[src/rtl/mfbp_pkg.sv]
`default_nettype none
// ----------------------------------------------------------------------------
// mfbp_pkg - shared constants and types for the msb-first bit packer
// buffer geometry, request codes, stream layout and controller/datapath links
// ----------------------------------------------------------------------------
package mfbp_pkg;

  localparam int BUFFER_BYTES  = 4096;
  localparam int MAX_ITEM_BITS = 64;

  // storage is organised as 64-bit words, byte 0 of a word in its top bits
  localparam int WORD_BITS  = 64;
  localparam int WORD_COUNT = BUFFER_BYTES / 8;
  localparam int ADDR_W     = $clog2(WORD_COUNT);
  localparam int OFS_W      = $clog2(WORD_BITS);
  localparam int POS_W      = 16;
  localparam int CNT_W      = 7;

  localparam logic [POS_W:0] CAP_BITS = (POS_W + 1)'(BUFFER_BYTES * 8);

  // request codes
  localparam logic [2:0] REQ_WRITE   = 3'd0;
  localparam logic [2:0] REQ_READ    = 3'd1;
  localparam logic [2:0] REQ_ALIGN_W = 3'd2;
  localparam logic [2:0] REQ_ALIGN_R = 3'd3;
  localparam logic [2:0] REQ_CLEAR   = 3'd4;

  // stream widths
  localparam int IN_DATA_W  = 72;
  localparam int IN_USER_W  = 4;
  localparam int OUT_DATA_W = 104;

  typedef struct packed {
    logic latch;
    logic rd_a;
    logic rd_b;
    logic wr_a;
    logic wr_b;
    logic finish;
  } dp_cmd_t;

  typedef struct packed {
    logic wr_go;
    logic rd_go;
    logic spans;
  } dp_stat_t;

endpackage
`default_nettype wire

[src/rtl/mfbp_ctrl.sv]
`default_nettype none
// ----------------------------------------------------------------------------
// mfbp_ctrl - request sequencer of the msb-first bit packer
// steps each request through decode, store access and result hand-off
// ----------------------------------------------------------------------------
module mfbp_ctrl (
  input  wire logic              clk,
  input  wire logic              rst,
  input  wire logic              s_tvalid,
  output logic                   s_tready,
  output logic                   m_tvalid,
  input  wire logic              m_tready,
  input  wire mfbp_pkg::dp_stat_t st,
  output mfbp_pkg::dp_cmd_t      cmd
);
  import mfbp_pkg::*;

  typedef enum logic [2:0] {
    S_IDLE,
    S_DECIDE,
    S_WR_A,
    S_WR_B,
    S_RD_B,
    S_FIN
  } state_t;

  state_t state;
  logic   out_free;

  assign out_free = !m_tvalid || m_tready;
  assign s_tready = (state == S_IDLE);

  always_comb begin
    cmd        = '0;
    cmd.latch  = (state == S_IDLE) && s_tvalid;
    cmd.rd_a   = (state == S_DECIDE) && (st.wr_go || st.rd_go);
    cmd.rd_b   = (state == S_RD_B);
    cmd.wr_a   = (state == S_WR_A);
    cmd.wr_b   = (state == S_WR_B);
    cmd.finish = (state == S_FIN) && out_free;
  end

  always_ff @(posedge clk) begin
    if (rst) begin
      state    <= S_IDLE;
      m_tvalid <= 1'b0;
    end else begin
      if (cmd.finish) begin
        m_tvalid <= 1'b1;
      end else if (m_tready) begin
        m_tvalid <= 1'b0;
      end
      unique case (state)
        S_IDLE: begin
          if (s_tvalid) begin
            state <= S_DECIDE;
          end
        end
        S_DECIDE: begin
          priority if (st.wr_go) begin
            state <= S_WR_A;
          end else if (st.rd_go) begin
            state <= S_RD_B;
          end else begin
            state <= S_FIN;
          end
        end
        S_WR_A: begin
          state <= st.spans ? S_WR_B : S_FIN;
        end
        S_WR_B: begin
          state <= S_FIN;
        end
        S_RD_B: begin
          state <= S_FIN;
        end
        S_FIN: begin
          if (out_free) begin
            state <= S_IDLE;
          end
        end
        default: begin
          state <= S_IDLE;
        end
      endcase
    end
  end

  a_finish_free: assert property (@(posedge clk) disable iff (rst)
    cmd.finish |-> (!m_tvalid || m_tready))
    else $error("result loaded over a beat not yet taken");

  a_wr_b_after_a: assert property (@(posedge clk) disable iff (rst)
    cmd.wr_b |-> $past(cmd.wr_a))
    else $error("second word written without the first");

  a_no_accept_in_flight: assert property (@(posedge clk) disable iff (rst)
    (s_tvalid && s_tready) |-> !(cmd.wr_a || cmd.wr_b || cmd.rd_a || cmd.rd_b))
    else $error("request accepted while store access in flight");

endmodule
`default_nettype wire

[config.mk]
export PLATFORM = sky130hd
export DESIGN_NAME = mfbp_ctrl
export DESIGN_NICKNAME = d
export VERILOG_FILES = /design/src/rtl/mfbp_pkg.sv /design/src/rtl/mfbp_ctrl.sv
export SDC_FILE = /design/constraint.sdc
export NUM_CORES = 1
export LEC_CHECK = 0
export BUFFER_PORTS_ARGS = -buffer_cell sky130_fd_sc_hd__buf_2
export CAP_MARGIN = 20
export CORE_AREA = 2 2 39 41
export CTS_CLUSTER_SIZE = 20
export DETAILED_ROUTE_END_ITERATION = 10
export DIE_AREA = 0 0 41 43
export PLACE_DENSITY = 0.52
export REMOVE_ABC_BUFFERS = 1
export SLEW_MARGIN = 20
export SYNTH_ARGS = -nofsm -noshare
export SYNTH_HDL_FRONTEND = slang
export SYNTH_SLANG_ARGS = --single-unit
[constraint.sdc]
create_clock -name clk -period 1 [get_ports clk]
set_input_delay 0.15 -clock clk [delete_from_list [all_inputs] [get_ports clk]]
set_output_delay 0.15 -clock clk [all_outputs]
set_load 0.02 [all_outputs]
### Word level (Yosys, flattened, before mapping)

Index checks and enable logic that the tools add are counted.

* flip-flop bits (word level): 4
* bits in latches: 0
* memory bits (writable): 0
* memory bits (read-only): 0
* bits of input ports: 7
* output and inout port bits: 8
* logic and storage cells: 27
* memories: 0

* add/sub/neg operators: 0
* $mul: 0
* divide/modulo/power cells: 0
* magnitude comparators: 0
* equality and inequality tests: 7
* shift operators: 0
* multiplexer cells: 8
* bitwise operators: 0
* reduce and logical (&&, ||, !) cells: 10

Operators by type and width (number)
* $pmux 3 s5: 1
* $mux 3: 4
* $eq 3x2->1 const B: 2
* $eq 3x3->1 const B: 2
* $ne 2x2->1 const B: 2
* $eq 3x1->1 const B: 1
* $logic_and 1x1->1: 3
* $logic_not 3->1: 1
* $mux 1: 3
* $logic_or 1x1->1: 2
* $reduce_and 2->1: 1
* $reduce_bool 2->1: 1
* $reduce_or 2->1: 1
* $logic_not 1->1: 1

### Depth between registers and ports, before layout

Gate-level depths: netlist (run 1).

* word-level depth: 4
* mapped depth: 4

### Worst setup path after synthesis (run 1)

OpenSTA, ideal clock, no wires.

* path kind: flip-flop to output port
* start point: register state[1]
* end point: output cmd[5] (netlist name)
* arrival: 1288 ps
* slack: -438 ps
* stages on the path, launching flop included: 4
* buffers on the path: 1
* cells stage by stage: dfxtp_1 buf_6 nor3_1 and2_1

RTL lines
* start, declared: RTL line mfbp_ctrl.sv:27 `state_t state;`
* start signal, assigned: RTL line mfbp_ctrl.sv:69 `state <= st.spans ? S_WR_B : S_FIN;`
* end, declared: RTL line mfbp_ctrl.sv:14 `output mfbp_pkg::dp_cmd_t cmd`

==> results of run 1 <==
[cells by family (layout without fill, tap and decap cells)]
family	count (synthesis)	after routing	synth area share, %
DFF	4	4	28.83
muxes	1	1	5.404
AOI/OAI and AO/OA	7	7	21.63
buffers and inverters	4	26	10.81
and+or+nand+nor	16	16	33.33
[what timing repair did]
item                       CTS  global route
gates resized for setup     17             7
pin swaps                    2             2
setup endpoints to repair    9            10
setup buffers                3             2
[cells in the final DEF (no fill, tap or decap), types with 2 or more instances in the layout]
| master | count |
|---|---|
| buf_4 | 10 |
| buf_2 | 8 |
| nor2_1 | 4 |
| buf_6 | 4 |
| clkbuf_4 | 3 |
| dfxtp_4 | 3 |
| nand2_1 | 2 |
| nand3b_1 | 2 |
[per-stage QoR]
| stage | cell area, um^2 | setup TNS [ns] | power [mW] | hold WS (ns) | utilization (%) |
|---|---|---|---|---|---|
| after global routing | 501.7 | -1.715 | 1.103 | 0.1681 | 36.26 |
| after CTS | 461.7 | -1.339 | 0.9924 | 0.1412 | 33.36 |
| after global placement | 364.1 | -0.2577 | 0.6440 | 0.3861 | 26.31 |
| after floorplan | 251.5 | -1.293 | 0.4886 | 0.2191 | - |
| final | 501.7 | -1.303 | 1.030 | 0.1450 | 36.26 |
| after detailed placement | 364.1 | -0.2535 | 0.6408 | 0.3896 | 26.31 |
[per-layer routing]
metal / vias up / GRT usage (%) / routed length (um)
li1: 160 / - / -
met1: 150 / 11.86 / 303
met2: 9 / 13.13 / 347
met3: 2 / 0 / 27
met4: 0 / 10.00 / 21
met5: - / 0 / 0
[state kept, by name (all words and copies together), names as in the netlist]
register  flops
m_tvalid      1
state         3
[power by group through the flow]
stage,logic [mW],registers [mW],clock network (mW)
after floorplan,0.227,0.261,0
after global placement,0.398,0.246,0
after detailed placement,0.396,0.245,0
after CTS,0.527,0.252,0.214
after global routing,0.615,0.265,0.223
final,0.569,0.256,0.205
[final timing paths]
kind	end	startpoint	slack, ns	cells past startpoint
worst max-delay path	cmd[5]	state[0]$_SDFFE_PP0P_	-0.21	3
worst max register to register	state[0]$_SDFFE_PP0P_	state[0]$_SDFFE_PP0P_	-0.15	3
worst min-delay path	m_tvalid$_SDFFE_PP0P_	rst	0.15	2
worst min register to register	m_tvalid$_SDFFE_PP0P_	m_tvalid$_SDFFE_PP0P_	0.50	2
[area by class of cell]
cell class | instances | area [um^2] | share of cell area (%)
Multi-Input combinational cell | 24 | 202.7 | 40.40
Timing Repair Buffer | 22 | 160.2 | 31.92
Sequential cell | 4 | 92.59 | 18.45
Clock buffer | 3 | 22.52 | 4.489
Tap cell | 16 | 20.02 | 3.990
Inverter | 1 | 3.754 | 0.7481
==> results.toml, run 1 <==
[pwr]
swShare_pct = 36.67
cellPowerDensity_nw_per_um2 = 2053
power_switching_mw = 0.3777
clock_power_share_pct = 19.9
p_leak_nw = 0.2372
pwr-share-comb_pct = 55.2
ir_drop_mv = 0.7970
seq_power_share_pct = 24.9
intPower_mw = 0.6523

[worst_setup_path]
cp_max_fo = 4
path_cells = "nor3_2, and2_1, buf_4"
cp.required_ns = 0.85
setup.worst_path.start_class = "register"
crit_family = "flip-flops"
worstSetupPathType = "reg -> out"
max_stage_delay_ns = 0.35
worstPathArrival_ns = 1.06
path_buf_inv = 1
cp-end-kind = "output port"
cpMaxStageDelayCell = "dfxtp_4"

[timing]
grt_setup_unrepaired = "yes"
slew-limit-headroom_pct = 84.98
period_share_pct = 120.7
setup_ws_ns = -0.2065
slew_violations = 0
finalHoldViolCount = 0
fmax_ghz = 0.8288
worst_pin_slew_ns = 0.2240
finClkSkew_ns = 0.003924
fin_crit_ns = 1.207
setup_viol = 9

[global_route]
grt_antenna_before_repair = 0
first_global_vias = 278
grt_max_degree = 9
track_usage_pct = 9.428
grt_pass1_wl_um = 1104
gr-total-overflow = 0

[finish]
fin_nets = 63
instances_no_fill = 70
areaGrowthSynthToFinish_pct = 80.63
nFillCells = 143
antenna_cells = 0
drive_above_1_share_pct = 68.52

[synth]
synth_top_area_share_pct = 28.83
netlist_top_cells_count = "dfxtp_1 (4), nor2_1 (4)"
ys_ff_latch = 4
synthArstFlopShare_pct = 0
synth-edff-count = 0
synth_area_leader_cell = "dfxtp_1"
ys_warn_count = 0
syn_area_um2 = 277.8
synth_area_leaders = "dfxtp_1 (29%), o41ai_2 (5.9%), buf_4 (5.4%)"
ys.flop_type = "dfxtp_1"
synth.distinct_cells = 21
synthCells = 32
synth-seq-area-share_pct = 28.83
synth.avg_cell_area_um2 = 8.680

[clocking]
cts.sinks = 4
clkLatencyLatePin_ns = 0.24
root_buffer = "clkbuf_4"
postCtsHoldBufs = 0
numCtsBuffers = 3
clk_path_buf_depth = 2
clk_pin_slew_ns = 0.04
cts_tree = "done"
h-tree-depth = 1

[floorplan]
core_um2 = 1384
num_rows = 14
io_pins = 15
fp.dieH_um = 43
start_util_pct = 20.07
die_x_um = 41
die-area_um2 = 1763

[placement]
dp_slack_ns = -0.08942
gp_congestion = 0.7209
io_buffer_count = 14
dp.cells = 62
dp_hpwl_um = 450.9

[job]
drv_cap = 0

[route]
drtIter0Drc = 7
routed_wl_um = 699
dr.pass1.iters = 3
drc = 0
vias_per_cell = 4.586
ant_nets = 0
via_count = 321
routedWlPerCell_um = 9.986

[run_status]
violations = "setup timing"
outcome = "complete, but fails checks"

[worst_hold_path]
hp-class = "in -> reg"
Note: power is estimated with default switching activity, not from simulation.
==> inputs of run 2 (changes only) <==
--- a/config.mk
+++ b/config.mk
@@ -7,11 +7,12 @@
 export LEC_CHECK = 0
 export BUFFER_PORTS_ARGS = -buffer_cell sky130_fd_sc_hd__buf_2
 export CAP_MARGIN = 20
-export CORE_AREA = 2 2 39 41
+export CELL_PAD_IN_SITES_DETAIL_PLACEMENT = 1
+export CELL_PAD_IN_SITES_GLOBAL_PLACEMENT = 2
+export CORE_UTILIZATION = 19
 export CTS_CLUSTER_SIZE = 20
 export DETAILED_ROUTE_END_ITERATION = 10
-export DIE_AREA = 0 0 41 43
-export PLACE_DENSITY = 0.52
+export PLACE_DENSITY = 0.75
 export REMOVE_ABC_BUFFERS = 1
 export SLEW_MARGIN = 20
 export SYNTH_ARGS = -nofsm -noshare
==> run 2 against run 1 <==
Effect of this change: the run still ends with setup timing left; sequential share of layout area decreased by 0.69 points; clock skew increased by 0.0042 ns; combinational power increased by 8.4%; first-iteration DRC count decreased by 14%; via count decreased by 0.62%; fmax increased by 0.63%; routed wire length increased by 23%; clock power increased by 4%; critical path type unchanged; critical endpoint is now cmd[2].
==> results.toml, run 2 (same netlist as run 1, synthesis figures left out) <==
[run_status]
outcome = "complete, but fails checks"
violations = "setup timing"

[global_route]
grt_max_degree = 8
track_usage_pct = 12.70
grt_antenna_before_repair = 0
first_global_vias = 280
gr-total-overflow = 0
grt_pass1_wl_um = 1276

[route]
via_count = 319
met3_length_um = 70
highest_layer = "met3"
drc = 0
wl_met1_um = 367
drtIter0Drc = 6
vias_per_cell = 4.623
routed_wl_um = 857
ant_nets = 0
dr.pass1.iters = 2
route.met2.wl_um = 418
routedWlPerCell_um = 12.42

[floorplan]
die_x_um = 40.24
core_um2 = 1334
start_util_pct = 20.83
die-area_um2 = 1619
io_pins = 15
num_rows = 13
fp.dieH_um = 40.24

[worst_setup_path]
cp.required_ns = 0.85
cp-end-kind = "output port"
worstSetupPathType = "reg -> out"
reg2regPathDepth = 3
r2r-start = "state[0]$_SDFFE_PP0P_"
cp_max_fo = 7
worstPathArrival_ns = 1.05
rr_endpoint = "state[0]$_SDFFE_PP0P_"
setup.worst_path.start_class = "register"
rrSetupSlack_ns = -0.18

[finish]
final_cell_mix = "buf_4 (9), buf_2 (8), buf_6 (5)"
top_regs = "state (3), m_tvalid (1)"
areaGrowthSynthToFinish_pct = 85.14
antenna_cells = 0
top_register = "state"
drive_above_1_share_pct = 70.37
largest_reg_flops = 3
instances_no_fill = 69
fin_nets = 63
layout_commonest_cell = "buf_4"

[clocking]
clk_pin_slew_ns = 0.04
cts_tree = "done"
h-tree-depth = 1
clkLatencyLatePin_ns = 0.25
cts.sinks = 4
root_buffer = "clkbuf_4"
numCtsBuffers = 3
clk_path_buf_depth = 2

[timing]
period_share_pct = 119.9
grt_setup_unrepaired = "yes"
slew-limit-headroom_pct = 85.90
finalHoldViolCount = 0
fmax_ghz = 0.8340
fin_crit_ns = 1.199
finClkSkew_ns = 0.008165
slew_violations = 0
whs_ns = 0.1354
worst_pin_slew_ns = 0.2092
setup_viol = 10
setup_ws_ns = -0.1990

[pwr]
p_leak_nw = 0.2399
ir_drop_mv = 0.5222
cellPowerDensity_nw_per_um2 = 2158

[worst_hold_path]
hold_end = "m_tvalid$_SDFFE_PP0P_"
hold_path_startpoint = "rst"
hold_depth = 2
hp-class = "in -> reg"

[placement]
io_buffer_count = 14
dp_hpwl_um = 534.8
dp.cells = 61
gp_congestion = 0.7223

[job]
drv_cap = 0
[run 2: power breakdown]
| group | internal (mW) | switching, mW |
|---|---|---|
| sequential | 0.207 | 0.0727 |
| combinational | 0.347 | 0.270 |
| clock | 0.135 | 0.0776 |
| total | 0.689 | 0.421 |
[run 2: critical path, stage by stage, from the launching register on]
cell	delay, ns
dfxtp_4	0.36
buf_6	0.13
nor3b_2	0.15
buf_4	0.16
[run 2: worst max path at each step]
stage,from,to,slack [ns],depth (start not counted)
after floorplan,state[0]$_SDFFE_PP0P_,cmd[5],-0.43,2
after global placement,state[0]$_SDFFE_PP0P_,state[0]$_SDFFE_PP0P_,-0.08,2
after detailed placement,state[0]$_SDFFE_PP0P_,state[0]$_SDFFE_PP0P_,-0.11,2
after CTS,state[0]$_SDFFE_PP0P_,cmd[5],-0.21,3
after global routing,state[0]$_SDFFE_PP0P_,cmd[2],-0.25,3
final,state[0]$_SDFFE_PP0P_,cmd[2],-0.20,3
[run 2: layout make-up]
cell class                      instances  area [um^2]
Multi-Input combinational cell         24        214.0
Sequential cell                         4        91.34
Inverter                                1        3.754
Clock buffer                            3        22.52
Timing Repair Buffer                   22        163.9
Fill cell                             163        819.5
Tap cell                               15        18.77
[run 2: metrics by stage]
stage               TNS, ns  power, mW  utilization (%)  cell area, um^2  setup WS, ns
floorplan            -1.293     0.4886                -            251.5       -0.4296
global placement    -0.2717     0.6373            27.20            362.8      -0.07669
detailed placement  -0.3699     0.6466            27.20            362.8       -0.1074
CTS                  -1.361      1.053            37.15            495.5       -0.2103
global route         -1.910      1.182            38.56            514.2       -0.2541
finish               -1.442      1.110            38.56            514.2       -0.1990
[run 2: metal layers]
layer | vias to the layer above | track usage, %
met2 | 14 | 22.18
met3 | 0 | 8.333
met4 | 0 | 2.500
met5 | - | 0
li1 | 161 | -
met1 | 144 | 12.58
[run 2: timing repair]
item / 4_1_cts / 5_1_grt
gates resized for setup: 24 / 3
endpoints found under the setup margin: 10 / 10
setup buffers: 5 / 1
pin swaps: 6 / 1
hold buffers: 0 / 0
